===== src/design/awt_pkg.sv =====
`timescale 1ns / 1ps
// ----------------------------------------------------------------------------
// awt_pkg
// Shared constants and types for the accelerate/decelerate time warp.
// ----------------------------------------------------------------------------
package awt_pkg;

  // Default number of fraction bits of every time and fraction value.
  localparam int FRAC_BITS_DEF = 16;

  // Configuration register indexes.
  localparam logic REG_ACCEL = 1'b0;
  localparam logic REG_DECEL = 1'b1;

  // Which segment of the rate curve a sample falls on.
  typedef enum logic [1:0] {
    MODE_PASS,
    MODE_RISE,
    MODE_FLAT,
    MODE_FALL
  } mode_t;

endpackage


===== src/design/awt_sample_if.sv =====
`timescale 1ns / 1ps
// ----------------------------------------------------------------------------
// awt_sample_if
// Valid/ready channel that carries one raw time sample.
// ----------------------------------------------------------------------------
interface awt_sample_if
  import awt_pkg::*;
#(
  parameter int FRAC_BITS = FRAC_BITS_DEF
);
  logic                        valid;
  logic                        ready;
  logic signed [FRAC_BITS+1:0] time_in;

  modport source (output valid, output time_in, input ready);
  modport sink (input valid, input time_in, output ready);
endinterface


===== src/design/awt_result_if.sv =====
`timescale 1ns / 1ps
// ----------------------------------------------------------------------------
// awt_result_if
// Valid/ready channel that carries one warped time value.
// ----------------------------------------------------------------------------
interface awt_result_if
  import awt_pkg::*;
#(
  parameter int FRAC_BITS = FRAC_BITS_DEF
);
  logic                 valid;
  logic                 ready;
  logic [FRAC_BITS:0]   time_out;

  modport source (output valid, output time_out, input ready);
  modport sink (input valid, input time_out, output ready);
endinterface


===== src/design/awt_cell.sv =====
`timescale 1ns / 1ps
// ----------------------------------------------------------------------------
// awt_cell
// One restoring division step: develops one quotient bit and hands the
// partial remainder, the shifting dividend/quotient word, the divisor and
// the side data to the next cell.
// ----------------------------------------------------------------------------
module awt_cell #(
  parameter int DW = 17,
  parameter int QW = 17,
  parameter int SW = 1
) (
  input  logic          clk,
  input  logic          rst,
  input  logic          up_valid,
  output logic          up_ready,
  input  logic [DW-1:0] rem_i,
  input  logic [QW-1:0] work_i,
  input  logic [DW-1:0] den_i,
  input  logic [SW-1:0] side_i,
  output logic          dn_valid,
  input  logic          dn_ready,
  output logic [DW-1:0] rem_o,
  output logic [QW-1:0] work_o,
  output logic [DW-1:0] den_o,
  output logic [SW-1:0] side_o
);

  logic          valid;
  logic [DW:0]   trial;
  logic [DW:0]   diff;
  logic          take;
  logic [DW-1:0] rem_next;
  logic [QW-1:0] work_next;

  // Bring down the next dividend bit and try to subtract the divisor.
  always_comb begin
    trial     = {rem_i, work_i[QW-1]};
    diff      = trial - {1'b0, den_i};
    take      = ~diff[DW];
    rem_next  = take ? diff[DW-1:0] : trial[DW-1:0];
    work_next = {work_i[QW-2:0], take};
  end

  assign up_ready = ~valid | dn_ready;
  assign dn_valid = valid;

  always_ff @(posedge clk) begin
    if (rst) begin
      valid <= 1'b0;
    end else if (up_ready) begin
      valid <= up_valid;
    end
  end

  always_ff @(posedge clk) begin
    if (up_ready && up_valid) begin
      rem_o  <= rem_next;
      work_o <= work_next;
      den_o  <= den_i;
      side_o <= side_i;
    end
  end

endmodule


===== src/design/awt_row.sv =====
`timescale 1ns / 1ps
// ----------------------------------------------------------------------------
// awt_row
// A row of QW division cells; the quotient leaves in work_o after the last.
// ----------------------------------------------------------------------------
module awt_row #(
  parameter int DW = 17,
  parameter int QW = 17,
  parameter int SW = 1
) (
  input  logic          clk,
  input  logic          rst,
  input  logic          up_valid,
  output logic          up_ready,
  input  logic [DW-1:0] rem_i,
  input  logic [QW-1:0] work_i,
  input  logic [DW-1:0] den_i,
  input  logic [SW-1:0] side_i,
  output logic          dn_valid,
  input  logic          dn_ready,
  output logic [QW-1:0] work_o,
  output logic [SW-1:0] side_o
);

  logic          v    [QW+1];
  logic          r    [QW+1];
  logic [DW-1:0] rem  [QW+1];
  logic [QW-1:0] work [QW+1];
  logic [DW-1:0] den  [QW+1];
  logic [SW-1:0] side [QW+1];

  assign v[0]     = up_valid;
  assign up_ready = r[0];
  assign rem[0]   = rem_i;
  assign work[0]  = work_i;
  assign den[0]   = den_i;
  assign side[0]  = side_i;

  for (genvar i = 0; i < QW; i++) begin : g_cell
    awt_cell #(
      .DW(DW),
      .QW(QW),
      .SW(SW)
    ) u_cell (
      .clk     (clk),
      .rst     (rst),
      .up_valid(v[i]),
      .up_ready(r[i]),
      .rem_i   (rem[i]),
      .work_i  (work[i]),
      .den_i   (den[i]),
      .side_i  (side[i]),
      .dn_valid(v[i+1]),
      .dn_ready(r[i+1]),
      .rem_o   (rem[i+1]),
      .work_o  (work[i+1]),
      .den_o   (den[i+1]),
      .side_o  (side[i+1])
    );
  end

  // The final remainder and divisor are not needed downstream.
  assign dn_valid = v[QW];
  assign r[QW]    = dn_ready;
  assign work_o   = work[QW];
  assign side_o   = side[QW];

  logic unused_tail;
  assign unused_tail = ^{rem[QW], den[QW]};

endmodule


===== src/design/accel_decel_time_warp.sv =====
`timescale 1ns / 1ps
// ----------------------------------------------------------------------------
// accel_decel_time_warp
// Clamps a time sample to 0..1 and maps it through the accelerate/decelerate
// curve: the normalized integral of a trapezoidal rate profile.
// ----------------------------------------------------------------------------
//
//   channel   dir  handshake            payload
//   sample    in   valid/ready          time_in   signed Q2.F
//   result    out  valid/ready          time_out  unsigned Q1.F, at most 1.0
//   cfg       in   cfg_we (write only)  cfg_index, cfg_wdata
//
// One request enters per cycle while the stages are not held by a stalled result.
// A request passes stage A, stage B, the two rows of division cells with
// stage C between them, and the output register, one quotient bit per cell:
// FRAC_BITS+1 cells for the ramp quotient, FRAC_BITS+2 for normalization by c.
// Reset clears every stage valid bit and both fraction registers.
// Every stage holds its request only while its successor is full and held,
// so a stalled result does not keep earlier stages from filling bubbles.
// ----------------------------------------------------------------------------
module accel_decel_time_warp
  import awt_pkg::*;
#(
  parameter int FRAC_BITS = FRAC_BITS_DEF
) (
  input  logic               clk,
  input  logic               rst,
  input  logic               cfg_we,
  input  logic               cfg_index,
  input  logic [FRAC_BITS:0] cfg_wdata,
  awt_sample_if.sink         sample,
  awt_result_if.source       result
);

  localparam int F    = FRAC_BITS;
  localparam int W1   = F + 1;          // time and fraction width
  localparam int W2   = F + 2;          // doubled sum and c width
  localparam int WX   = F + 4;          // headroom for the sum arithmetic
  localparam int SW1  = 4 * W1 + 2 + W2;
  localparam int SW2  = W1 + 1;
  localparam int STAGES = 2 + W1 + 1 + W2 + 1;
  localparam int OCC_W  = $clog2(STAGES + 1);

  localparam logic [W1-1:0] ONE     = {1'b1, {F{1'b0}}};
  localparam logic [W2-1:0] TWO_ONE = {1'b1, {(F+1){1'b0}}};

  // Configuration registers.
  logic [W1-1:0] accel;
  logic [W1-1:0] decel;

  always_ff @(posedge clk) begin
    if (rst) begin
      accel <= '0;
      decel <= '0;
    end else if (cfg_we) begin
      unique case (cfg_index)
        REG_ACCEL: accel <= cfg_wdata;
        REG_DECEL: decel <= cfg_wdata;
      endcase
    end
  end

  // Stage A: clamp the sample and classify it against the rate curve.
  // The user must not change the fraction registers while a request is in
  // flight; not enforced here. They are sampled and carried with the request.
  logic [W1-1:0] t;
  logic [W2-1:0] sum_ad;
  logic [W2-1:0] td;
  logic [W1-1:0] r_full;
  mode_t         mode;

  always_comb begin
    if (sample.time_in[F+1]) begin
      t = '0;
    end else if (sample.time_in[F:0] > ONE) begin
      t = ONE;
    end else begin
      t = sample.time_in[F:0];
    end
    sum_ad = {1'b0, accel} + {1'b0, decel};
    td     = {1'b0, t} + {1'b0, decel};
    r_full = W1'(td - {1'b0, ONE});
    // Both fractions zero, or more than one between them, means identity.
    if ((accel == '0 && decel == '0) || sum_ad > {1'b0, ONE}) begin
      mode = MODE_PASS;
    end else if (t < accel) begin
      mode = MODE_RISE;
    end else if (td <= {1'b0, ONE}) begin
      mode = MODE_FLAT;
    end else begin
      mode = MODE_FALL;
    end
  end

  logic          a_valid, a_ready;
  logic [W1-1:0] a_t, a_acc, a_dec, a_r, a_x;
  logic [W2-1:0] a_c2;
  mode_t         a_mode;

  logic          b_valid, b_ready;
  logic [W1-1:0] b_t, b_acc, b_dec, b_r;
  logic [W2-1:0] b_c2;
  mode_t         b_mode;
  logic [2*W1-1:0] b_prod;

  logic          row1_ready;

  assign b_ready      = ~b_valid | row1_ready;
  assign a_ready      = ~a_valid | b_ready;
  assign sample.ready = a_ready;

  always_ff @(posedge clk) begin
    if (rst) begin
      a_valid <= 1'b0;
    end else if (a_ready) begin
      a_valid <= sample.valid;
    end
  end

  always_ff @(posedge clk) begin
    if (a_ready && sample.valid) begin
      a_t    <= t;
      a_acc  <= accel;
      a_dec  <= decel;
      a_r    <= r_full;
      a_c2   <= TWO_ONE - sum_ad;
      a_mode <= mode;
      a_x    <= (mode == MODE_RISE) ? t : r_full;
    end
  end

  // Stage B: square of the time into the ramp (t on the way up, r on the
  // way down).
  always_ff @(posedge clk) begin
    if (rst) begin
      b_valid <= 1'b0;
    end else if (b_ready) begin
      b_valid <= a_valid;
    end
  end

  always_ff @(posedge clk) begin
    if (b_ready && a_valid) begin
      b_t    <= a_t;
      b_acc  <= a_acc;
      b_dec  <= a_dec;
      b_r    <= a_r;
      b_c2   <= a_c2;
      b_mode <= a_mode;
      b_prod <= (2*W1)'(a_x) * (2*W1)'(a_x);
    end
  end

  // First row: the ramp quotient, square divided by a or by d. The high
  // part of the square is always below the divisor on the ramps, so
  // W1 quotient bits suffice. On the other segments the quotient is unused.
  logic [W1-1:0]  den1;
  logic [W1-1:0]  row1_q;
  logic [SW1-1:0] row1_side;
  logic           row1_valid;
  logic           c_ready;

  assign den1 = (b_mode == MODE_RISE) ? b_acc : b_dec;

  awt_row #(
    .DW(W1),
    .QW(W1),
    .SW(SW1)
  ) u_row_ramp (
    .clk     (clk),
    .rst     (rst),
    .up_valid(b_valid),
    .up_ready(row1_ready),
    .rem_i   ({1'b0, b_prod[2*W1-2:W1]}),
    .work_i  (b_prod[W1-1:0]),
    .den_i   (den1),
    .side_i  ({b_t, b_mode, b_acc, b_dec, b_r, b_c2}),
    .dn_valid(row1_valid),
    .dn_ready(c_ready),
    .work_o  (row1_q),
    .side_o  (row1_side)
  );

  logic unused_prod_msb;
  assign unused_prod_msb = b_prod[2*W1-1];

  // Stage C: the doubled sum of the integral on each segment.
  logic [W1-1:0] s1_t, s1_acc, s1_dec, s1_r;
  logic [W2-1:0] s1_c2;
  mode_t         s1_mode;
  logic [WX-1:0] s2w;

  always_comb begin
    s1_t    = row1_side[SW1-1 -: W1];
    s1_mode = mode_t'(row1_side[SW1-W1-1 -: 2]);
    s1_acc  = row1_side[SW1-W1-3 -: W1];
    s1_dec  = row1_side[SW1-2*W1-3 -: W1];
    s1_r    = row1_side[SW1-3*W1-3 -: W1];
    s1_c2   = row1_side[W2-1:0];
    case (s1_mode)
      MODE_RISE: s2w = WX'(row1_q);
      MODE_FLAT: s2w = WX'({s1_t, 1'b0}) - WX'(s1_acc);
      // a + 2(1 - a - d) + 2r - r*r/d, regrouped.
      MODE_FALL: s2w = WX'(TWO_ONE) - WX'(s1_acc) - WX'({s1_dec, 1'b0})
                       + WX'({s1_r, 1'b0}) - WX'(row1_q);
      default:   s2w = '0;
    endcase
  end

  logic          c_valid;
  logic [W1-1:0] c_t;
  logic          c_pass;
  logic [W2-1:0] c_s2, c_c2;
  logic          row2_ready;

  assign c_ready = ~c_valid | row2_ready;

  always_ff @(posedge clk) begin
    if (rst) begin
      c_valid <= 1'b0;
    end else if (c_ready) begin
      c_valid <= row1_valid;
    end
  end

  always_ff @(posedge clk) begin
    if (c_ready && row1_valid) begin
      c_t    <= s1_t;
      c_pass <= (s1_mode == MODE_PASS);
      c_s2   <= s2w[W2-1:0];
      c_c2   <= s1_c2;
    end
  end

  // Second row: (S2 << F) / c2. The sum never exceeds c2, so the high
  // part S2 >> 2 is below the divisor and the quotient is at most 1.0.
  logic [W2-1:0]  row2_q;
  logic [SW2-1:0] row2_side;
  logic           row2_valid;
  logic           o_ready;

  awt_row #(
    .DW(W2),
    .QW(W2),
    .SW(SW2)
  ) u_row_norm (
    .clk     (clk),
    .rst     (rst),
    .up_valid(c_valid),
    .up_ready(row2_ready),
    .rem_i   ({2'b00, c_s2[W2-1:2]}),
    .work_i  ({c_s2[1:0], {F{1'b0}}}),
    .den_i   (c_c2),
    .side_i  ({c_t, c_pass}),
    .dn_valid(row2_valid),
    .dn_ready(o_ready),
    .work_o  (row2_q),
    .side_o  (row2_side)
  );

  // Output register: pass-through or the saturated quotient.
  logic          o_valid;
  logic [W1-1:0] o_time;
  logic [W1-1:0] o_time_next;

  always_comb begin
    if (row2_side[0]) begin
      o_time_next = row2_side[SW2-1:1];
    end else if (row2_q > {1'b0, ONE}) begin
      o_time_next = ONE;
    end else begin
      o_time_next = row2_q[W1-1:0];
    end
  end

  assign o_ready = ~o_valid | result.ready;

  always_ff @(posedge clk) begin
    if (rst) begin
      o_valid <= 1'b0;
    end else if (o_ready) begin
      o_valid <= row2_valid;
    end
  end

  always_ff @(posedge clk) begin
    if (o_ready && row2_valid) begin
      o_time <= o_time_next;
    end
  end

  assign result.valid    = o_valid;
  assign result.time_out = o_time;

  // Requests in flight, for the checks below.
  logic [OCC_W-1:0] occ;
  logic [OCC_W-1:0] occ_next;

  always_comb begin
    occ_next = occ;
    if (sample.valid && sample.ready) begin
      occ_next = occ_next + OCC_W'(1);
    end
    if (result.valid && result.ready) begin
      occ_next = occ_next - OCC_W'(1);
    end
  end

  always_ff @(posedge clk) begin
    if (rst) begin
      occ <= '0;
    end else begin
      occ <= occ_next;
    end
  end

  // The pipeline never holds more requests than it has stages.
  a_occ_bound : assert property (@(posedge clk) disable iff (rst)
    occ <= OCC_W'(STAGES))
    else $error("more requests in flight than pipeline stages");

  // A result can only be shown if some request is in flight.
  a_no_phantom : assert property (@(posedge clk) disable iff (rst)
    (occ == '0) |-> !result.valid)
    else $error("result valid with an empty pipeline");

  // With the sink taking results, every stage can move, so input is open.
  a_ready_chain : assert property (@(posedge clk) disable iff (rst)
    result.ready |-> sample.ready)
    else $error("input stalled while the result side is ready");

  // The warped time never exceeds 1.0.
  a_out_range : assert property (@(posedge clk) disable iff (rst)
    result.valid |-> (result.time_out <= ONE))
    else $error("result above one");

  // Nothing comes out in the cycle right after reset.
  a_reset_empty : assert property (@(posedge clk)
    rst |=> !result.valid)
    else $error("result valid right after reset");

endmodule

===== src/flat_wrapper.sv =====
// flat-port wrapper written by rule: the top's interface ports become plain ports
module accel_decel_time_warp_flat import awt_pkg::*;
#(
  parameter int FRAC_BITS = FRAC_BITS_DEF
)
  (clk, rst, cfg_we, cfg_index, cfg_wdata, sample_valid, sample_time_in, sample_ready, result_valid, result_time_out, result_ready);
  awt_sample_if #(.FRAC_BITS(FRAC_BITS)) sample_i ();
  awt_result_if #(.FRAC_BITS(FRAC_BITS)) result_i ();
  input  logic clk;
  input  logic rst;
  input  logic cfg_we;
  input  logic cfg_index;
  input  logic [FRAC_BITS:0] cfg_wdata;
  input wire logic [$bits(sample_i.valid)-1:0] sample_valid;
  input wire logic [$bits(sample_i.time_in)-1:0] sample_time_in;
  output wire logic [$bits(sample_i.ready)-1:0] sample_ready;
  output wire logic [$bits(result_i.valid)-1:0] result_valid;
  output wire logic [$bits(result_i.time_out)-1:0] result_time_out;
  input wire logic [$bits(result_i.ready)-1:0] result_ready;
  assign sample_i.valid = sample_valid;
  assign sample_i.time_in = sample_time_in;
  assign sample_ready = sample_i.ready;
  assign result_valid = result_i.valid;
  assign result_time_out = result_i.time_out;
  assign result_i.ready = result_ready;
  accel_decel_time_warp #(.FRAC_BITS(FRAC_BITS)) u_core (.clk(clk), .rst(rst), .cfg_we(cfg_we), .cfg_index(cfg_index), .cfg_wdata(cfg_wdata), .sample(sample_i), .result(result_i));
endmodule

===== config.mk =====
export PLATFORM = sky130hd
export DESIGN_NAME = accel_decel_time_warp_flat
export DESIGN_NICKNAME = d
export VERILOG_FILES = /design/src/design/awt_pkg.sv /design/src/design/awt_sample_if.sv /design/src/design/awt_result_if.sv /design/src/design/awt_cell.sv /design/src/design/awt_row.sv /design/src/design/accel_decel_time_warp.sv /design/src/flat_wrapper.sv
export SDC_FILE = /design/constraint.sdc
export NUM_CORES = 2
export LEC_CHECK = 0
export BUFFER_PORTS_ARGS = -buffer_cell sky130_fd_sc_hd__clkbuf_2
export CAP_MARGIN = 0
export CORE_MARGIN = 2
export CORE_UTILIZATION = 49
export CTS_CLUSTER_SIZE = 10
export DETAILED_ROUTE_END_ITERATION = 8
export HOLD_SLACK_MARGIN = 0.15
export PLACE_DENSITY = 0.62
export SYNTH_ARGS = -nofsm -noshare
export SYNTH_HDL_FRONTEND = slang
export SYNTH_SLANG_ARGS = --single-unit

===== constraint.sdc =====
create_clock -name clk -period 18.5 [get_ports clk]
set_input_delay 1.85 -clock clk [delete_from_list [all_inputs] [get_ports clk]]
set_output_delay 1.85 -clock clk [all_outputs]
set_load 0.02 [all_outputs]

After elaboration in Yosys (flattened, before gate mapping)
Index checks and enable logic that the tools add are counted.
W data, S select, Z words.
{"block": "word_totals", "register_bits": 3807, "output_inout_bits": 19}
{"block": "op_classes", "add_sub_neg": 44, "mul": 1, "order_cmp": 5, "eq_ne": 5, "n_mux": 43, "n_bitwise": 114, "reduce_logical": 46}
{"operator": "$mux W17", "n": 23}
{"operator": "$sub A18 B17 Y18", "n": 18}
{"operator": "$sub A19 B18 Y19", "n": 17}
{"operator": "$mux W18", "n": 16}
{"operator": "$not A1 Y1", "n": 75}
{"operator": "$pmux W18 S3", "n": 1}
{"operator": "$logic_and A1 B1 Y1", "n": 40}
{"operator": "$or A1 B1 Y1", "n": 39}
{"operator": "$add A17 B17 Y18", "n": 2}
{"operator": "$gt A18 B17 Y1 const B", "n": 2}
{"operator": "$logic_not A17 Y1", "n": 2}
{"operator": "$mul A17 B17 Y33", "n": 1}
{"operator": "$sub A17 B18 Y19", "n": 1}
{"operator": "$add A18 B18 Y18", "n": 1}
{"operator": "$le A18 B17 Y1 const B", "n": 1}
{"operator": "$sub A17 B17 Y18", "n": 1}
{"operator": "$sub A18 B17 Y18 const A", "n": 1}
{"operator": "$sub A18 B18 Y18", "n": 1}
{"operator": "$sub A18 B18 Y18 const A", "n": 1}
{"operator": "$gt A17 B17 Y1 const B", "n": 1}
{"operator": "$lt A17 B17 Y1", "n": 1}
{"operator": "$sub A17 B17 Y17 const B", "n": 1}
{"operator": "$eq A2 B1 Y1 const B", "n": 3}
{"operator": "$eq A2 B2 Y1 const B", "n": 2}
{"operator": "other kinds (5)", "n": 7}

Logic depth before layout (Yosys ltp)
{"block": "depth", "depth_word": 41, "depth_mapped": 25}

Hierarchy
From an unflattened synthesis, not the netlist that was laid out.
{"block": "hier_totals", "cells_unflattened": 12116, "hier_area_um2": 182980.5}
{"mod": "awt_cell at u_core.u_row_ramp.g_cell[0].u_cell ...", "instances": 17, "cells_each": 304, "area_each_um2": 5460.2, "seq_area_each_um2": 4194.0}
{"mod": "awt_cell at u_core.u_row_norm.g_cell[14].u_cell ...", "instances": 13, "cells_each": 257, "area_each_um2": 3636.0, "seq_area_each_um2": 2182.1}
{"mod": "accel_decel_time_warp", "instances": 1, "cells_each": 2202, "area_each_um2": 24583.6, "seq_area_each_um2": 9649.3}
{"mod": "awt_cell at u_core.u_row_norm.g_cell[0].u_cell ...", "instances": 5, "cells_each": 281, "area_each_um2": 3661.0, "seq_area_each_um2": 2182.1}

Worst setup path after synthesis
No wires, ideal clock.
{"block": "synth_timing", "path_type": "in2reg", "startpoint": "in result_ready", "endpoint": "reg u_core.u_row_ramp.g_cell[5].u_cell.den_o[0] (enable)", "t_arrival_ns": 12.910, "t_required_ns": 17.653, "setup_slack_ns": 4.743, "cell_stages": 9, "n_path_buf": 2, "path_cell_list": "and4b_1 clkbuf_1 nand4_1 nor4_1 nand4_1 nor2_1 and3_1 buf_2 a21boi_0"}
{"block": "synth_between", "elab_chain_len": 33}
{"element": "start: declaration", "line": "flat_wrapper.sv:19", "text": "input wire logic [$bits(result_i.ready)-1:0] result_ready;"}
{"element": "$or A1 B1 Y1", "line": "accel_decel_time_warp.sv:276", "text": "assign o_ready = ~o_valid | result.ready;"}
{"element": "$or A1 B1 Y1 (18 in a row)", "line": "awt_cell.sv:45", "text": "assign up_ready = ~valid | dn_ready;"}
{"element": "$or A1 B1 Y1", "line": "accel_decel_time_warp.sv:216", "text": "assign c_ready = ~c_valid | row2_ready;"}
{"element": "$or A1 B1 Y1 (12 in a row)", "line": "awt_cell.sv:45"}
{"element": "$logic_and A1 B1 Y1", "line": "awt_cell.sv:57", "text": "if (up_ready && up_valid) begin"}
{"element": "end signal: assignment", "line": "awt_cell.sv:60", "text": "den_o <= den_i;"}
{"element": "end: declaration", "line": "awt_cell.sv:25", "text": "output logic [DW-1:0] den_o,"}
No other way between the ends.
A chain may end at the register's enable or synchronous reset.

Worst setup path after layout
{"block": "layout_timing", "startpoint": "in result_ready", "endpoint": "out sample_ready"}
{"block": "layout_between", "elab_chain_len": 39}
{"element": "$or A1 B1 Y1", "line": "accel_decel_time_warp.sv:276"}
{"element": "$or A1 B1 Y1 (18 in a row)", "line": "awt_cell.sv:45"}
{"element": "$or A1 B1 Y1", "line": "accel_decel_time_warp.sv:216"}
{"element": "$or A1 B1 Y1 (17 in a row)", "line": "awt_cell.sv:45"}
{"element": "$or A1 B1 Y1", "line": "accel_decel_time_warp.sv:108", "text": "assign b_ready = ~b_valid | row1_ready;"}
{"element": "$or A1 B1 Y1", "line": "accel_decel_time_warp.sv:109", "text": "assign a_ready = ~a_valid | b_ready;"}
{"element": "end: declaration", "line": "flat_wrapper.sv:16", "text": "output wire logic [$bits(sample_i.ready)-1:0] sample_ready;"}
No other way between the ends.

==> results.ini <==
[status]
outcome = finished clean

[cells_and_area]
finish.cell_count_without_fillers = 15500
register_area_sq_mm = 0.113
fill_cells = 25800
finalCoreUtilization_pct = 54.7
post_route_cells_drive_above_1_share_pct = 10.4
fin_nets = 12100
area_delta_synth_final_pct = 11.2
final_design_area_no_fill_sq_mm = 0.180
multi_input_area_sq_mm = 0.0451

[place]
post-place-cells = 14900
place_hpwl_mm = 208
io_buffer_count = 59
place_congestion = 0.850
placedInstanceArea_sq_mm = 0.169
post_placement_setup_slack_ns = 10.45

[cts]
clock_sink_count = 3791
cts-buffers-inserted = 427
worstSkewPairLatency_ns = 0.93
root_buffer = sky130_fd_sc_hd__clkbuf_16
tritoncts = built
ctsHoldBuffers = 0
cts.clk_slew.worst_paths_ns = 0.06
htree_levels = 5
cts_resized = 0
max-clock-path-buffers = 4
postCtsSetupRepairBufs = 0

[sta]
final-hold-violation-count = 0
finalSetupViolCount = 0
fmax_mhz = 122
post-route-period-util_pct = 44.3
timing_worst_slew_pin_value_ns = 1.31
fin_worst_hold_slack_ns = 0.399
final_period_minus_worst_setup_slack_ns = 8.19
fin_skew_ns = 0.0469
timing.setup.tns_ns = 0
setup_ws_ns = 10.31
max_slew_margin_pct = 12.6
drv_slew = 0
grt_setup_unrepaired = no

[yosys]
synth-warning-count = 0
synth_cells = 10500
number_of_enable_flip_flop_cells_after_synthesis = 3718
synthesis.area_per_instance_sq_um = 15.5
synth.top_cell.area_share_pct = 68.8
synth_commonest_cells = sky130_fd_sc_hd__edfxtp_1, sky130_fd_sc_hd__inv_1, sky130_fd_sc_hd__ha_1, sky130_fd_sc_hd__nand2_1, sky130_fd_sc_hd__nor2_1
synthTopCellsByArea = sky130_fd_sc_hd__edfxtp_1, sky130_fd_sc_hd__ha_1, sky130_fd_sc_hd__fa_1
synthDominantAreaCellType = sky130_fd_sc_hd__edfxtp_1
synthDistinctLibCells = 92
syn-cell-area_sq_mm = 0.162
sequential_cell_area_fraction_in_the_yosys_report_pct = 69.7
dominantRegCellSynth = sky130_fd_sc_hd__edfxtp_1
synthesis.nets = 11600
yosysMostFrequentCell = sky130_fd_sc_hd__edfxtp_1
ys_seq_elements = 3791
synth_async_sr_flop_share_pct = 0

[die]
io_pins = 60
fp.dieH_um = 580
core-area_sq_mm = 0.330
core.rowCount = 211
initial_core_util_pct = 49.2
die_w_um = 580
die-area_sq_mm = 0.336

[pwr]
total_power_mw = 19.4
pwr_density_cell_mw_per_mm2 = 108
worst_ir_drop_vdd_v = 0.000198
power_leakage_nw = 65.7

[critical_path]
max_stage_delay_ns = 0.91
cp.arrival_ns = 6.34
crit_chain = clkbuf_2 -> and4b_1 -> nand4_1 -> inv_1 -> nand3_1 -> nor2_1 -> nand4_1 -> nor2_1 -> and4_1 -> buf_4 -> nand3_1 -> clkbuf_2
reg2reg_slack_ns = 11.02
cell_at_the_slowest_stage_of_the_critical_path = sky130_fd_sc_hd__nor2_1
critical_path.max_fanout = 8
worst-setup-path-type = input pin to primary output
cp-end-kind = primary output
worstSetupStartpointType = input pin
timing.critical_path.required_ns = 16.65

[grt]
first_global_vias = 85700
track_usage_pct = 17.5
number_of_antenna_violations_at_the_first_check_in_global_routing = 5
grt_remaining_overflow = 0
grt_max_degree = 140
first_pass_grt_wire_length_mm = 466

[drt]
routed_via_density = 5.26
drt_iter0_drc = 4563
drt_first_pass_iters = 8
antenna_left = 0
drt_drc_violations_left = 0
route.vias.total = 81400
postRouteWirelength_mm = 291
detail_route.wl_per_cell_um = 18.8

[job]
maxCapViolCount = 0

[worst_hold_path]
timing.hold.worst.class = register to register

[where the power goes]
group	total (mW)	switching [mW]	internal [mW]
Combinational	2.51	1.42	1.10
Clock	7.28	3.06	4.22
Sequential	9.64	0.0797	9.56
[layout make-up]
cell class	count	share of cell area, %
inverter	1083	2.25
tap	4366	3.03
sequential	3791	62.7
multi-input combinational	5513	25.0
clock buffer	542	6.21
antenna	5	0.00693
timing repair buffer	136	0.506
clock inverter	45	0.316
[flip-flops by register name, indices dropped and copies added, names as in the netlist, 18 cells and up]
| register | count |
|---|---|
| u_core.b_prod | 32 |
| u_core.u_row_ramp.g_cell.u_cell.side_o | 1496 |
| u_core.u_row_norm.g_cell.u_cell.work_o | 172 |
| u_core.u_row_norm.g_cell.u_cell.rem_o | 306 |
| u_core.c_c2 | 18 |
| u_core.u_row_ramp.g_cell.u_cell.rem_o | 272 |
| u_core.u_row_norm.g_cell.u_cell.side_o | 324 |
| u_core.b_c2 | 18 |
| u_core.u_row_ramp.g_cell.u_cell.work_o | 274 |
| u_core.c_s2 | 18 |
| u_core.u_row_norm.g_cell.u_cell.dn_valid | 18 |
| u_core.u_row_ramp.g_cell.u_cell.den_o | 272 |
| u_core.a_c2 | 18 |
| u_core.u_row_norm.g_cell.u_cell.den_o | 306 |
[critical path, delay by kind of cell]
family,cells,cell delay (ns)
buffers and inverters,4,0.82
and+or+nand+nor,8,3.63
[placed cells by master, fill, tap and decap left out, types with 45 or more instances in the layout]
master	synthesis	layout
sky130_fd_sc_hd__a211oi_1	69	68
sky130_fd_sc_hd__a21o_1	131	131
sky130_fd_sc_hd__a21oi_1	441	440
sky130_fd_sc_hd__a22o_1	45	45
sky130_fd_sc_hd__and2_1	112	109
sky130_fd_sc_hd__and3_1	53	53
sky130_fd_sc_hd__buf_4	3	75
sky130_fd_sc_hd__clkbuf_1	83	108
sky130_fd_sc_hd__clkbuf_16	0	429
sky130_fd_sc_hd__clkbuf_2	0	58
sky130_fd_sc_hd__dfxtp_1	73	73
sky130_fd_sc_hd__edfxtp_1	3718	3718
sky130_fd_sc_hd__fa_1	260	260
sky130_fd_sc_hd__ha_1	798	798
sky130_fd_sc_hd__inv_1	1083	1083
sky130_fd_sc_hd__mux2_2	392	392
sky130_fd_sc_hd__mux2i_1	53	53
sky130_fd_sc_hd__nand2_1	465	465
sky130_fd_sc_hd__nand2b_1	104	104
sky130_fd_sc_hd__nand3_1	139	139
sky130_fd_sc_hd__nor2_1	462	460
sky130_fd_sc_hd__nor2b_1	155	142
sky130_fd_sc_hd__nor3_1	179	179
sky130_fd_sc_hd__o21a_1	135	135
sky130_fd_sc_hd__o21ai_0	367	367
sky130_fd_sc_hd__o31ai_1	55	55
sky130_fd_sc_hd__or3_1	67	67
sky130_fd_sc_hd__xnor2_1	376	373
sky130_fd_sc_hd__xor2_1	162	152
[final timing paths]
path,cells after the start,end,start
setup / recovery,12,sample_ready,result_ready
hold / removal,0,u_core.u_row_norm.g_cell[4].u_cell.side_o[17],u_core.u_row_norm.g_cell[3].u_cell.side_o[17]
setup reg to reg,21,u_core.b_prod[31],u_core.a_x[12]
hold reg to reg,0,u_core.u_row_norm.g_cell[4].u_cell.side_o[17],u_core.u_row_norm.g_cell[3].u_cell.side_o[17]
[routing by layer]
metal	wire [um]	global-route usage [%]	share of wire [%]	vias to the layer above
met2	153000	32.2	53	1475
met3	9010	2.18	3.1	615
li1	-	-	-	39500
met4	12000	7.19	4.1	0
met1	117000	20.6	40	39800
met5	0	0	0	-
[cells by family (layout without fill, tap and decap cells)]
family | after synthesis | count (layout) | synth area share [%]
flops | 3791 | 3791 | 69.7
simple gates | 1852 | 1852 | 5.53
compound gates | 1600 | 1600 | 6.48
buf+inv | 1195 | 1806 | 2.80
fa+ha+maj | 1058 | 1058 | 9.36
xor+xnor | 553 | 553 | 3.05
mux | 450 | 450 | 3.09
other cells | 0 | 5 | 0
Power figures use the tool's default switching activity.
